### src/hw/rtl/mic_pkg.sv
`default_nettype none

package mic_pkg;

  localparam int unsigned BYTE_W   = 8;
  localparam int unsigned AXIS_W   = 16;
  localparam int unsigned COEF_W   = 16;
  localparam int unsigned CAL_W    = 16;
  localparam int unsigned DIFF_W   = AXIS_W + 1;
  localparam int unsigned PROD_W   = DIFF_W + COEF_W;
  localparam int unsigned ACC_W    = PROD_W + 3;
  localparam int unsigned PERIOD_W = 8;
  localparam int unsigned OFFSET_W = 3 * AXIS_W;
  localparam int unsigned CFG_IDX_W  = 3;
  localparam int unsigned CFG_DATA_W = OFFSET_W;

  localparam int CAL_MAX = 32767;
  localparam int CAL_MIN = -32768;

  typedef enum logic [CFG_IDX_W-1:0] {
    REG_SAMPLE_PERIOD = 3'd0,
    REG_COEF_XX       = 3'd1,
    REG_COEF_XY       = 3'd2,
    REG_COEF_XZ       = 3'd3,
    REG_COEF_YY       = 3'd4,
    REG_COEF_YZ       = 3'd5,
    REG_COEF_ZZ       = 3'd6,
    REG_OFFSET_XYZ    = 3'd7
  } cfg_reg_e;

  localparam logic [PERIOD_W-1:0] RST_SAMPLE_PERIOD = 8'd8;
  localparam logic [COEF_W-1:0]   RST_COEF_XX       = 16'd15338;
  localparam logic [COEF_W-1:0]   RST_COEF_XY       = 16'd44;
  localparam logic [COEF_W-1:0]   RST_COEF_XZ       = 16'd425;
  localparam logic [COEF_W-1:0]   RST_COEF_YY       = 16'd15625;
  localparam logic [COEF_W-1:0]   RST_COEF_YZ       = 16'd59;
  localparam logic [COEF_W-1:0]   RST_COEF_ZZ       = 16'd18364;
  localparam logic [OFFSET_W-1:0] RST_OFFSET_XYZ    = 48'd322114486259;

  typedef logic signed [DIFF_W-1:0] diff_t;
  typedef logic signed [COEF_W-1:0] coef_t;
  typedef logic signed [PROD_W-1:0] prod_t;
  typedef logic signed [CAL_W-1:0]  cal_t;

  typedef struct packed {
    logic [BYTE_W-1:0] x_high;
    logic [BYTE_W-1:0] x_low;
    logic [BYTE_W-1:0] z_high;
    logic [BYTE_W-1:0] z_low;
    logic [BYTE_W-1:0] y_high;
    logic [BYTE_W-1:0] y_low;
  } in_word_t;

  typedef struct packed {
    cal_t cal_x;
    cal_t cal_y;
    cal_t cal_z;
    logic clipped;
  } out_word_t;

  typedef struct packed {
    logic prod;
    logic sum;
  } lane_en_t;

  typedef struct packed {
    cal_t value;
    logic clip;
  } lane_res_t;

endpackage

`default_nettype wire

### src/hw/rtl/mic_lane.sv
`default_nettype none

module mic_lane import mic_pkg::*; #(
  parameter int unsigned COEF_FRAC_BITS = 14
) (
  input  wire logic      clk,
  input  wire lane_en_t  en,
  input  wire diff_t     d_x,
  input  wire diff_t     d_y,
  input  wire diff_t     d_z,
  input  wire coef_t     k_x,
  input  wire coef_t     k_y,
  input  wire coef_t     k_z,
  output lane_res_t      res
);

  localparam logic signed [ACC_W-1:0] HALF    = ACC_W'(1 << (COEF_FRAC_BITS - 1));
  localparam logic signed [ACC_W-1:0] SAT_MAX = ACC_W'(CAL_MAX);
  localparam logic signed [ACC_W-1:0] SAT_MIN = ACC_W'(CAL_MIN);

  prod_t                    prod_x_r, prod_y_r, prod_z_r;
  logic signed [ACC_W-1:0]  acc;
  logic signed [ACC_W-1:0]  rnd;
  lane_res_t                res_nxt;
  lane_res_t                res_r;

  always_ff @(posedge clk) begin
    if (en.prod) begin
      prod_x_r <= PROD_W'(d_x) * PROD_W'(k_x);
      prod_y_r <= PROD_W'(d_y) * PROD_W'(k_y);
      prod_z_r <= PROD_W'(d_z) * PROD_W'(k_z);
    end
  end

  // Round to nearest with ties upward, then clamp to the 16-bit range.
  always_comb begin
    acc = ACC_W'(prod_x_r) + ACC_W'(prod_y_r) + ACC_W'(prod_z_r) + HALF;
    rnd = acc >>> COEF_FRAC_BITS;
    if (rnd > SAT_MAX) begin
      res_nxt.value = cal_t'(CAL_MAX);
      res_nxt.clip  = 1'b1;
    end else if (rnd < SAT_MIN) begin
      res_nxt.value = cal_t'(CAL_MIN);
      res_nxt.clip  = 1'b1;
    end else begin
      res_nxt.value = rnd[CAL_W-1:0];
      res_nxt.clip  = 1'b0;
    end
  end

  always_ff @(posedge clk) begin
    if (en.sum) begin
      res_r <= res_nxt;
    end
  end

  assign res = res_r;

endmodule

`default_nettype wire

### config.mk
export PLATFORM = sky130hd
export DESIGN_NAME = mic_lane
export DESIGN_NICKNAME = d
export VERILOG_FILES = /design/src/hw/rtl/mic_pkg.sv /design/src/hw/rtl/mic_lane.sv
export SDC_FILE = /design/constraint.sdc
export NUM_CORES = 2
export LEC_CHECK = 0
export ABC_AREA = 1
export BUFFER_PORTS_ARGS = -buffer_cell sky130_fd_sc_hd__buf_4
export CORE_MARGIN = 1.5
export CORE_UTILIZATION = 45
export DETAILED_ROUTE_END_ITERATION = 12
export GPL_ROUTABILITY_DRIVEN = 0
export HOLD_SLACK_MARGIN = 0.05
export PLACE_DENSITY_LB_ADDON = 0.1
export SLEW_MARGIN = 20
export SYNTH_ARGS = -nofsm -noshare
export SYNTH_HDL_FRONTEND = slang
export SYNTH_SLANG_ARGS = --single-unit
### constraint.sdc
create_clock -name clk -period 8.8 [get_ports clk]
set_clock_uncertainty 0.05 [all_clocks]
set_input_delay 1.32 -clock clk [delete_from_list [all_inputs] [get_ports clk]]
set_output_delay 1.32 -clock clk [all_outputs]
set_load 0.05 [all_outputs]
==> impl_metrics.csv <==
group,metric,value,unit
worst_setup_path,crit_top_cell,"fa_1",
grt,use_met2,0.380,
drt,via_count,27200,
clocking,cts_tree,"yes",
clocking,path_clk_slew,60,ps
timing,fin_crit_sh,0.791,
die,initial_core_util,0.456,
worst_setup_path,path_cells,"buf_4, nand2_1, fa_1, inv_1, fa_1, inv_1, fa_1, inv_1, fa_1, fa_1, inv_1, fa_1, inv_1, ha_1, nand2_1, nor2_1, nand2_1, o21ai_0, a21oi_1, o21ai_0, a21oi_1, xnor2_1",
drt,drc,0,
worst_setup_path,critPathCaptureType,"flop",
clocking,cts_buffer_depth,2,
clocking,clkSinkCount,116,
synthesis,synth_warnings,0,
synthesis,netlist_area,38300,um2
synthesis,ys_seq_area_frac,0.0909,
grt,grt_first_pass_wirelength,152,mm
worst_setup_path,r2r-start,"prod_x_r[27]",
timing,finalHoldViolations,0,
layout,diodes,0,
grt,antenna_found_initial,0,
worst_setup_path,arrival,7080,ps
placed_design,dp.cells,5641,
timing,worst_slew_pin_slew,968,ps
layout,utilization,0.483,
grt,use_met1,0.315,
hold_path,holdCritStartpoint,"prod_y_r[19]",
grt,grt_pass1_vias,29200,
die,chipHeight,295,um
drt,ant_nets,0,
clocking,clk_latency,430,ps
synthesis,synthCells,4568,
timing,tns,0,ps
layout,finalNetCount,5805,
timing,finalSetupViolCount,0,
die,std_cell_rows,106,
synthesis,syn-mean-instance-area,8.39,um2
die,coreArea,84000,um2
layout,instances_no_fill,5673,
die,io_pins,119,
worst_setup_path,cp_slowest_cell,"fa_1",
clocking,root_buffer,"clkbuf_16",
grt,grt_use_total,0.222,
hold_path,min_to,"res[6]",
timing,period_minus_slack,6960,ps
clocking,ctsResizeCount,0,
drt,via_per_inst,4.79,
die,dieArea,86900,um2
placed_design,dp_hpwl,76.8,mm
synthesis,syn_nets,5847,
worst_setup_path,crit_path_max_incr_delay,570,ps
drt,first_iter_violations,1428,
timing,slew_headroom,0.349,
worst_setup_path,timing.rr.end,"res[7]",
timing,rsz0062_at_grt,"false",
synthesis,synth.distinct_cells,38,
layout,synthToLayoutAreaGrowth,5.79,%
timing,slew_violations,0,
grt,met3_usage,0.0171,
run,max_cap_viol_count,0,
layout,drive_gt1_frac,0.0392,
synthesis,synth-seq-cells,116,
timing,fmax,0.144,GHz
drt,drtPass1Iterations,5,
hold_path,hold_path.class,"reg -> reg",
worst_setup_path,critical_path_class,"in -> reg",
clocking,h-tree-depth,4,
clocking,cts_setup_buffers,0,
drt,detail_route.wirelength,90.3,mm
clocking,ctsHoldBuffers,0,
timing,hold_ws,1150,ps
worst_setup_path,start_kind,"primary input",
grt,grt-ovfl-total,0,
hold_path,min_path_cells,6,
die,die_w,295,um
run_status,status,"finished clean",
grt,grt.busiest_layer,"met2",
placed_design,numPortBuffers,118,
worst_setup_path,crit_fanout,17,
worst_setup_path,rrSetupSlack,5100,ps
drt,wl_per_cell,15.9,um
worst_setup_path,ff2ff_path_depth,14,
grt,grt_max_degree,77,
worst_setup_path,critPathRequiredTime,8920,ps
clocking,cts_buffers,17,
[final cells by class]
cell class              instances  area, um2
repair buffers                120        901
fillers                      8349      43400
well taps                    1134       1420
flip-flops and latches        116       3480
multi-input cells            2884      28900
clock inverters                15        168
inverters                    1387       5210
clock buffers                  17        425
[synthesized netlist by cell type]
cell type  number  area (um2)
a211oi_1        4        30.0
a21boi_0        9        67.6
a21o_1         15         113
a21oi_1       147         736
a221oi_1        1        8.76
a22oi_1         1        7.51
a31o_2          1        8.76
a31oi_1        10        62.6
and2_1          1        6.26
and3_1          1        6.26
buf_1           3        11.3
buf_6           2        22.5
clkbuf_1      176         661
edfxtp_1      116        3480
fa_1          860       17200
ha_1          317        3970
inv_1        1387        5210
nand2_1      1052        3950
nand2_2         5        31.3
nand3_1        46         230
nand3b_1        2        15.0
nand4_1         9        56.3
nor2_1        144         541
nor2_2          5        31.3
nor3_1         13        65.1
nor3_2          2        20.0
nor4_1          5        31.3
o2111ai_1       1        8.76
o211ai_1        4        30.0
o21a_1          4        30.0
o21ai_0        65         325
o21ai_1         5        25.0
o21bai_1        9        67.6
o311ai_0        1        8.76
o31ai_1         1        7.51
or2_2          13        81.3
xnor2_1        63         552
xor2_1         68         596
[sequential cells by signal (all words and copies together), names as in the netlist]
register / count
prod_x_r: 33
prod_y_r: 33
prod_z_r: 33
res: 17
[per-layer routing]
metal	up-vias	wire, um
met5	-	0
met1	13600	41200
met4	0	1130
met3	69	3370
met2	522	44600
li1	13000	-
[per-stage QoR]
stage	cell area, um2	worst slack (ps)
floorplan	38300	1860
global placement	39900	1550
detailed placement	39900	1500
CTS	40500	1940
global route	40500	1520
finish	40500	1840
[layout by cell type (no fill, tap or decap), drive strengths merged]
master	n
and3	1
o21a	4
edfxtp	116
a21oi	147
nand3b	2
inv	1394
o211ai	4
nand2	1057
xnor2	63
fa	860
nor3	15
buf	120
or2	13
o2111ai	1
a22oi	1
nor2	149
o311ai	1
bufinv	2
and2	1
o21ai	70
nand4	9
clkinv	2
a21boi	9
a31o	1
clkbuf	17
clkinvlp	4
xor2	68
a21o	15
a31oi	10
o31ai	1
o21bai	9
a221oi	1
ha	317
nor4	5
nand3	46
a211oi	4
[worst max-delay path, delay by kind of cell]
family / cells / cell delay (ps)
adders and majority gates: 7 / 3360
AOI/OAI and AO/OA: 4 / 1230
xor gates and xnor gates: 1 / 160
and+or+nand+nor: 4 / 500
buffers and inverters: 6 / 500
[worst max path at each step]
| stage | start | to |
|---|---|---|
| finish | k_y[7] | prod_y_r[28] |
| CTS | k_x[1] | prod_x_r[31] |
| floorplan | k_x[5] | prod_x_r[32] |
| detailed placement | k_x[1] | prod_x_r[31] |
| global placement | k_y[7] | prod_y_r[28] |
| global route | k_x[1] | prod_x_r[32] |
[cells by family (layout without fill, tap and decap cells)]
logic type,count (synthesis),after routing,share of synthesized area
buf+inv,1568,1539,0.154
flops,116,116,0.0909
xor+xnor,131,131,0.0299
compound gates,278,278,0.0401
fa+ha+maj,1177,1177,0.553
simple gates,1298,1298,0.132
Power is not shown: default switching activity piles up to over one toggle a cycle in this logic, so the estimate is an artifact.
