==> config.mk <==
export PLATFORM = sky130hd
export DESIGN_NAME = mic_merge
export DESIGN_NICKNAME = d
export VERILOG_FILES = /design/src/hw/rtl/mic_pkg.sv /design/src/hw/rtl/mic_merge.sv
export SDC_FILE = /design/constraint.sdc
export NUM_CORES = 1
export LEC_CHECK = 0
export BUFFER_PORTS_ARGS = -buffer_cell sky130_fd_sc_hd__clkbuf_2
export CAP_MARGIN = 20
export CORE_ASPECT_RATIO = 0.8
export CORE_MARGIN = 2
export CORE_UTILIZATION = 25
export DETAILED_ROUTE_END_ITERATION = 10
export SETUP_SLACK_MARGIN = 0.4
export SKIP_CTS_REPAIR_TIMING = 1
export SYNTH_ARGS = -nofsm -noshare
export SYNTH_HDL_FRONTEND = slang
export SYNTH_SLANG_ARGS = --single-unit
==> constraint.sdc <==
create_clock -name clk -period 5.6 [get_ports clk]
set_input_delay 0.56 -clock clk [delete_from_list [all_inputs] [get_ports clk]]
set_output_delay 0.56 -clock clk [all_outputs]
set_load 0.01 [all_outputs]
==> src/hw/rtl/mic_pkg.sv <==
`default_nettype none

package mic_pkg;

  localparam int unsigned BYTE_W   = 8;
  localparam int unsigned AXIS_W   = 16;
  localparam int unsigned COEF_W   = 16;
  localparam int unsigned CAL_W    = 16;
  localparam int unsigned DIFF_W   = AXIS_W + 1;
  localparam int unsigned PROD_W   = DIFF_W + COEF_W;
  localparam int unsigned ACC_W    = PROD_W + 3;
  localparam int unsigned PERIOD_W = 8;
  localparam int unsigned OFFSET_W = 3 * AXIS_W;
  localparam int unsigned CFG_IDX_W  = 3;
  localparam int unsigned CFG_DATA_W = OFFSET_W;

  localparam int CAL_MAX = 32767;
  localparam int CAL_MIN = -32768;

  typedef enum logic [CFG_IDX_W-1:0] {
    REG_SAMPLE_PERIOD = 3'd0,
    REG_COEF_XX       = 3'd1,
    REG_COEF_XY       = 3'd2,
    REG_COEF_XZ       = 3'd3,
    REG_COEF_YY       = 3'd4,
    REG_COEF_YZ       = 3'd5,
    REG_COEF_ZZ       = 3'd6,
    REG_OFFSET_XYZ    = 3'd7
  } cfg_reg_e;

  localparam logic [PERIOD_W-1:0] RST_SAMPLE_PERIOD = 8'd8;
  localparam logic [COEF_W-1:0]   RST_COEF_XX       = 16'd15338;
  localparam logic [COEF_W-1:0]   RST_COEF_XY       = 16'd44;
  localparam logic [COEF_W-1:0]   RST_COEF_XZ       = 16'd425;
  localparam logic [COEF_W-1:0]   RST_COEF_YY       = 16'd15625;
  localparam logic [COEF_W-1:0]   RST_COEF_YZ       = 16'd59;
  localparam logic [COEF_W-1:0]   RST_COEF_ZZ       = 16'd18364;
  localparam logic [OFFSET_W-1:0] RST_OFFSET_XYZ    = 48'd322114486259;

  typedef logic signed [DIFF_W-1:0] diff_t;
  typedef logic signed [COEF_W-1:0] coef_t;
  typedef logic signed [PROD_W-1:0] prod_t;
  typedef logic signed [CAL_W-1:0]  cal_t;

  typedef struct packed {
    logic [BYTE_W-1:0] x_high;
    logic [BYTE_W-1:0] x_low;
    logic [BYTE_W-1:0] z_high;
    logic [BYTE_W-1:0] z_low;
    logic [BYTE_W-1:0] y_high;
    logic [BYTE_W-1:0] y_low;
  } in_word_t;

  typedef struct packed {
    cal_t cal_x;
    cal_t cal_y;
    cal_t cal_z;
    logic clipped;
  } out_word_t;

  typedef struct packed {
    logic prod;
    logic sum;
  } lane_en_t;

  typedef struct packed {
    cal_t value;
    logic clip;
  } lane_res_t;

endpackage

`default_nettype wire

==> src/hw/rtl/mic_merge.sv <==
`default_nettype none

module mic_merge import mic_pkg::*; (
  input  wire logic      clk,
  input  wire logic      rst_n,
  input  wire logic      res_valid,
  input  wire lane_res_t res_x,
  input  wire lane_res_t res_y,
  input  wire lane_res_t res_z,
  output logic           res_ready,
  output logic           out_valid,
  input  wire logic      out_stall,
  output out_word_t      out_word
);

  logic      out_valid_r;
  out_word_t out_word_r;

  assign res_ready = !out_valid_r || !out_stall;

  always_ff @(posedge clk) begin
    if (!rst_n) begin
      out_valid_r <= 1'b0;
    end else if (res_ready) begin
      out_valid_r <= res_valid;
    end
  end

  always_ff @(posedge clk) begin
    if (res_ready && res_valid) begin
      out_word_r.cal_x   <= res_x.value;
      out_word_r.cal_y   <= res_y.value;
      out_word_r.cal_z   <= res_z.value;
      out_word_r.clipped <= res_x.clip | res_y.clip | res_z.clip;
    end
  end

  assign out_valid = out_valid_r;
  assign out_word  = out_word_r;

endmodule

`default_nettype wire
==> flow_summary.json, run 1 <==
{
  "utilization_pct": 38.3,
  "worstPathArrival_ps": 1520,
  "num_vias": 929,
  "startpoint_type": "input pin",
  "clockRootBuffer": "clkbuf_8",
  "critPathMaxStageDelay_ps": 540,
  "synth_area_um2": 1520,
  "gp_congestion": 0.631,
  "synth_edf_count": 49,
  "stdcell_area_um2": 2250,
  "min_path_type": "in2reg",
  "hold_viol": 0,
  "max_freq_mhz": 659,
  "track_usage_pct": 8.29,
  "antenna_cells": 0,
  "chipWidth_um": 91.2,
  "nets": 223,
  "fin_crit_ps": 1520,
  "synthToLayoutAreaGrowth_pct": 48.4,
  "synth.most_common_cell": "edfxtp_1",
  "coreArea_um2": 5880,
  "drt_iter0_markers": 22,
  "skew_ps": 2.67,
  "maxCapViolations": 0,
  "p_leak_uw": 0.000980,
  "status": "completed",
  "syn_avg_cell_area_um2": 27.6,
  "whs_ps": 440,
  "path_max_fanout": 25,
  "yosys-top-cells-area": "edfxtp_1 (97%), dfxtp_1 (1.3%), and2_1 (0.41%)",
  "wl_per_cell_um": 11.1,
  "yosys_warnings": 0,
  "yosys.area.top_type": "edfxtp_1",
  "fin_tns_setup_ps": 0,
  "grt_max_degree": 50,
  "cp_slowest_cell": "and2_2",
  "clock_latency_ps": 290,
  "grt_setup_unrepaired": "no",
  "netlist.area_leader.share_pct": 96.9,
  "first_global_vias": 881,
  "synth-seq-cells": 50,
  "worstSetupPathType": "in2reg",
  "clock_sinks": 50,
  "postSynthCellCount": 55,
  "syn_nets": 110,
  "die_area_um2": 6720,
  "grt_overflow": 0,
  "relSlewSlack_pct": 59.9,
  "endpoint_kind": "flop",
  "post-route-period-util_pct": 27.1,
  "layout-drive-gt1-share_pct": 66.3,
  "drtAntennaViolNets": 0,
  "routed_wl_mm": 2.79,
  "tightest_slew_ps": 601,
  "htreeDepth": 2,
  "synthArstFlopShare_pct": 0,
  "ios": 106,
  "die_y_um": 73.7,
  "clk_pin_slew_worst_paths_ps": 80,
  "cts_made_buffers": 5,
  "vdd_drop_max_uv": 128,
  "placementRows": 25,
  "ys.flop_type": "edfxtp_1",
  "hpwl_mm": 2.06,
  "avgViaCountPerCell": 3.72,
  "ys_seq_area_share_pct": 98.2,
  "path_cells": "clkbuf_2 > nand2_1 > and2_2 > buf_16",
  "drc": 0,
  "io_buffers": 105,
  "power_density_nw_per_um2": 307,
  "clockBufferDepth": 2,
  "synth_cell_type_count": 7,
  "antenna_found_initial": 0,
  "cts_tree": "yes",
  "dr.pass1.iters": 3,
  "start_util_pct": 25.8,
  "drv_slew": 0,
  "setup_viol": 0,
  "placed_area_um2": 2150,
  "worstPathRequired_ps": 5600,
  "grt_pass1_wl_mm": 4.11
}
metal layers:
layer | vias to the layer above | GRT usage [%] | wire (um)
li1 | 441 | - | -
met2 | 72 | 12.5 | 1220
met4 | 0 | 3.03 | 0
met1 | 416 | 9.73 | 1140
met5 | - | 0 | 0
met3 | 0 | 5.13 | 422
cells in the final DEF, fill, tap and decap left out:
cell      instances
nand2_1           1
clkbuf_8          5
edfxtp_1         49
buf_16            1
clkinv_1          3
and2_2            1
or3_1             1
a21oi_1           1
dfxtp_1           1
nor2b_1           1
clkbuf_2        105
per-stage QoR:
stage                     power, uW  setup slack (ps)  cells
after CTS                       705              3900    249
after floorplan                 471              3310     55
after global placement          510              3590    241
final                           693              4080    250
after global routing            730              3980    250
after detailed placement        511              3570    241
cells by family (layout without fill, tap and decap cells):
| kind of cell | Yosys count | after routing | share of synthesized area, % |
|---|---|---|---|
| buffers and inverters | 0 | 114 | 0 |
| AO/OA/AOI/OAI | 1 | 1 | 0.329 |
| flip-flops | 50 | 50 | 98.2 |
| AND/OR/NAND/NOR | 4 | 4 | 1.48 |
worst paths after layout:
path / startpoint / end / slack (ps) / cells after the start
hold reg to reg: out_valid / out_valid / 550 / 2
hold / removal: res_z[1] / out_word[1] / 440 / 1
setup reg to reg: out_valid / out_word[20] / 4110 / 3
setup / recovery: out_stall / out_word[20] / 4080 / 4
power breakdown:
part,internal (uW),switching [uW],leakage [uW]
registers,436,5.60,0.000481
logic,29.5,31.8,0.000458
clock network,83.6,107,0.0000407
total,549,144,0.000980
critical path, delay by kind of cell:
family                 cells  cell delay (ps)
buffers and inverters      2              340
AND/OR/NAND/NOR            2              610
layout make-up:
cell class              instances  area [um2]
clock buffers                   5        68.8
clock inverters                 3        11.3
fillers                       574        3630
multi-input cells               5        28.8
flip-flops and latches         50        1490
well taps                      81         101
repair buffers                106         553
sequential cells by signal, indices dropped and copies added, names as in the netlist:
| signal | cells |
|---|---|
| out_valid | 1 |
| out_word | 49 |
Note: power is estimated with default switching activity, not from simulation.
==> run 2, diff against run 1 <==
--- a/config.mk
+++ b/config.mk
@@ -5,6 +5,7 @@
 export SDC_FILE = /design/constraint.sdc
 export NUM_CORES = 1
 export LEC_CHECK = 0
+export ABC_AREA = 1
 export BUFFER_PORTS_ARGS = -buffer_cell sky130_fd_sc_hd__clkbuf_2
 export CAP_MARGIN = 20
 export CORE_ASPECT_RATIO = 0.8
==> constraint.sdc (replaced) <==
create_clock -name clk -period 1.23 [get_ports clk]
set_input_delay 0.123 -clock clk [delete_from_list [all_inputs] [get_ports clk]]
set_output_delay 0.123 -clock clk [all_outputs]
set_load 0.01 [all_outputs]
==> run 2 against run 1 <==
Power rose to 4.7 times the previous value. Clock skew up 3.8 ps. Wire length up 24%. Flip-flop and latch count unchanged. Non-clock buffer count up 33. Synthesized cell count up 5.5%. Via count up 16%. First-iteration DRC count up 64%.
==> flow_summary.json, run 2 <==
{
  "status": "completed",
  "clockRootBuffer": "clkbuf_8",
  "nets": 259,
  "endpoint_kind": "flop",
  "synthArstFlopShare_pct": 0,
  "total_power_uw": 3290,
  "setup_viol": 0,
  "cts_tree": "yes",
  "vdd_drop_max_uv": 575,
  "r2r_start": "out_valid",
  "grt_setup_unrepaired": "yes",
  "relSlewSlack_pct": 91.0,
  "synth_edf_count": 49,
  "placementRows": 25,
  "postSynthCellCount": 58,
  "grt_max_degree": 29,
  "worstSetupPathType": "reg2reg",
  "top_usage_layer": "met2",
  "tightest_slew_ps": 134,
  "cts_made_buffers": 5,
  "skew_ps": 6.47,
  "worstPathRequired_ps": 1240,
  "yosys-top-cells-area": "edfxtp_1 (96%), dfxtp_1 (1.3%), inv_1 (0.74%)",
  "endpoint": "out_word[39]",
  "critPathMaxStageDelay_ps": 350,
  "yosys_warnings": 0,
  "stdcell_area_um2": 2660,
  "synthToLayoutAreaGrowth_pct": 73.5,
  "cp.depth": 3,
  "start_util_pct": 25.9,
  "synth-seq-cells": 50,
  "gp_congestion": 0.602,
  "clock_latency_ps": 290,
  "drt_iter0_markers": 36,
  "num_vias": 1078,
  "power_density_nw_per_um2": 1240,
  "p_leak_uw": 0.00116,
  "post-route-period-util_pct": 87.9,
  "hold_viol": 0,
  "largest_reg_flops": 49,
  "yosys.area.top_type": "edfxtp_1",
  "hpwl_mm": 2.32,
  "drc": 0,
  "reg2reg_depth": 3,
  "routed_wl_mm": 3.45,
  "utilization_pct": 44.9,
  "dr.pass1.iters": 3,
  "final_cell_mix": "clkbuf_2 (105), edfxtp_1 (49), dlygate4sd3_1 (28), clkbuf_8 (5), inv_1 (3)",
  "syn_nets": 113,
  "rr_endpoint": "out_word[39]",
  "startpoint_type": "flop",
  "io_buffers": 105,
  "cp_slowest_cell": "dfxtp_2",
  "path_buf_inv": 2,
  "fin_crit_ps": 1080,
  "startpoint": "out_valid",
  "cp_top_family": "flip-flops",
  "synth.most_common_cell": "edfxtp_1",
  "coreArea_um2": 5910,
  "use_met2_pct": 13.4,
  "netlist.area_leader.share_pct": 96.2,
  "clockBufferDepth": 2,
  "min_path_type": "in2reg",
  "ios": 106,
  "met3_usage_pct": 5.07,
  "instances_no_fill": 285,
  "layout-drive-gt1-share_pct": 58.8,
  "track_usage_pct": 8.29,
  "synth_cell_type_count": 8,
  "clk_pin_slew_worst_paths_ps": 80,
  "ys.flop_type": "edfxtp_1",
  "chipWidth_um": 91.5,
  "synth_area_um2": 1530,
  "grt_overflow": 0,
  "met1_usage_pct": 9.10,
  "htreeDepth": 2,
  "drv_slew": 0,
  "maxCapViolations": 0,
  "path_cells": "a21oi_4 > buf_12 > clkbuf_16",
  "synth_common_cells": "edfxtp_1 (49), inv_1 (3)",
  "clock_sinks": 50,
  "die_y_um": 74.0,
  "placed_area_um2": 2210,
  "max_freq_mhz": 925,
  "ys_seq_area_share_pct": 97.5,
  "drtAntennaViolNets": 0,
  "avgViaCountPerCell": 3.78,
  "grt_pass1_wl_mm": 4.20,
  "place_inst": 246,
  "r2r_slack_ps": 150,
  "first_global_vias": 952,
  "die_area_um2": 6770,
  "layout_commonest_cell": "clkbuf_2",
  "antenna_found_initial": 0,
  "wl_per_cell_um": 12.1,
  "path_max_fanout": 10,
  "worstPathArrival_ps": 1090,
  "antenna_cells": 0,
  "syn_avg_cell_area_um2": 26.4
}
-- run 2: cell count changes in the layout (fill, tap and decap cells not counted), sizes merged --
cell | before | now
dlygate4sd3 | 0 | 28
or3 | 1 | 0
and2 | 1 | 0
a21oi | 1 | 2
buf | 1 | 4
nor2 | 0 | 1
clkinv | 3 | 0
nand2 | 1 | 2
clkbuf | 110 | 114
inv | 0 | 3
nor2b | 1 | 0
-- run 2: power breakdown --
group | switching (uW) | leakage [uW] | internal, uW
Combinational | 177 | 0.000640 | 233
Clock | 471 | 0.0000383 | 392
Sequential | 27.0 | 0.000481 | 1990
Total | 675 | 0.00116 | 2610
-- run 2: cell type report --
class                           count  area (um2)
Multi-Input combinational cell      5        38.8
Timing Repair Buffer              139         935
Inverter                            3        11.3
Tap cell                           81         101
Sequential cell                    50        1490
Clock buffer                        7        76.3
Fill cell                         542        3260
-- run 2: how the worst min path moves through the flow --
| stage | startpoint | endpoint | slack (ps) | cells past startpoint |
|---|---|---|---|---|
| final | res_y[3] | out_word[19] | 5 | 1 |
| after global routing | res_y[11] | out_word[27] | -9 | 1 |
| after CTS | res_x[6] | out_word[38] | -9 | 1 |
| after detailed placement | res_y[14] | out_word[30] | 300 | 1 |
| after global placement | res_x[8] | out_word[40] | 300 | 1 |
| after floorplan | res_z[10] | out_word[10] | 220 | 0 |
-- run 2: worst reg2reg max path: stages, from the launching register on --
cell,delay (ps)
dfxtp_2,350
a21oi_4,140
buf_12,150
clkbuf_16,160
-- run 2: kinds of logic after synthesis --
group / Yosys count / share of synthesized area [%]
compound gates: 2 / 0.899
buf+inv: 3 / 0.736
flops: 50 / 97.5
simple gates: 3 / 0.899
-- run 2: through the flow --
step,setup WS (ps),TNS (ps),hold WS (ps)
3_5_place_dp,143,0,302
5_1_grt,120,0,-8.98
2_1_floorplan,-383,-18760,222
3_3_place_gp,156,0,299
4_1_cts,129,0,-8.50
6_report,149,0,5.18
-- run 2: metal layers --
layer  part of all wire, %  up-vias
met5                     0        -
met4                  0.61        0
met3                    12        2
met2                    48       72
met1                    39      490
li1                      -      514
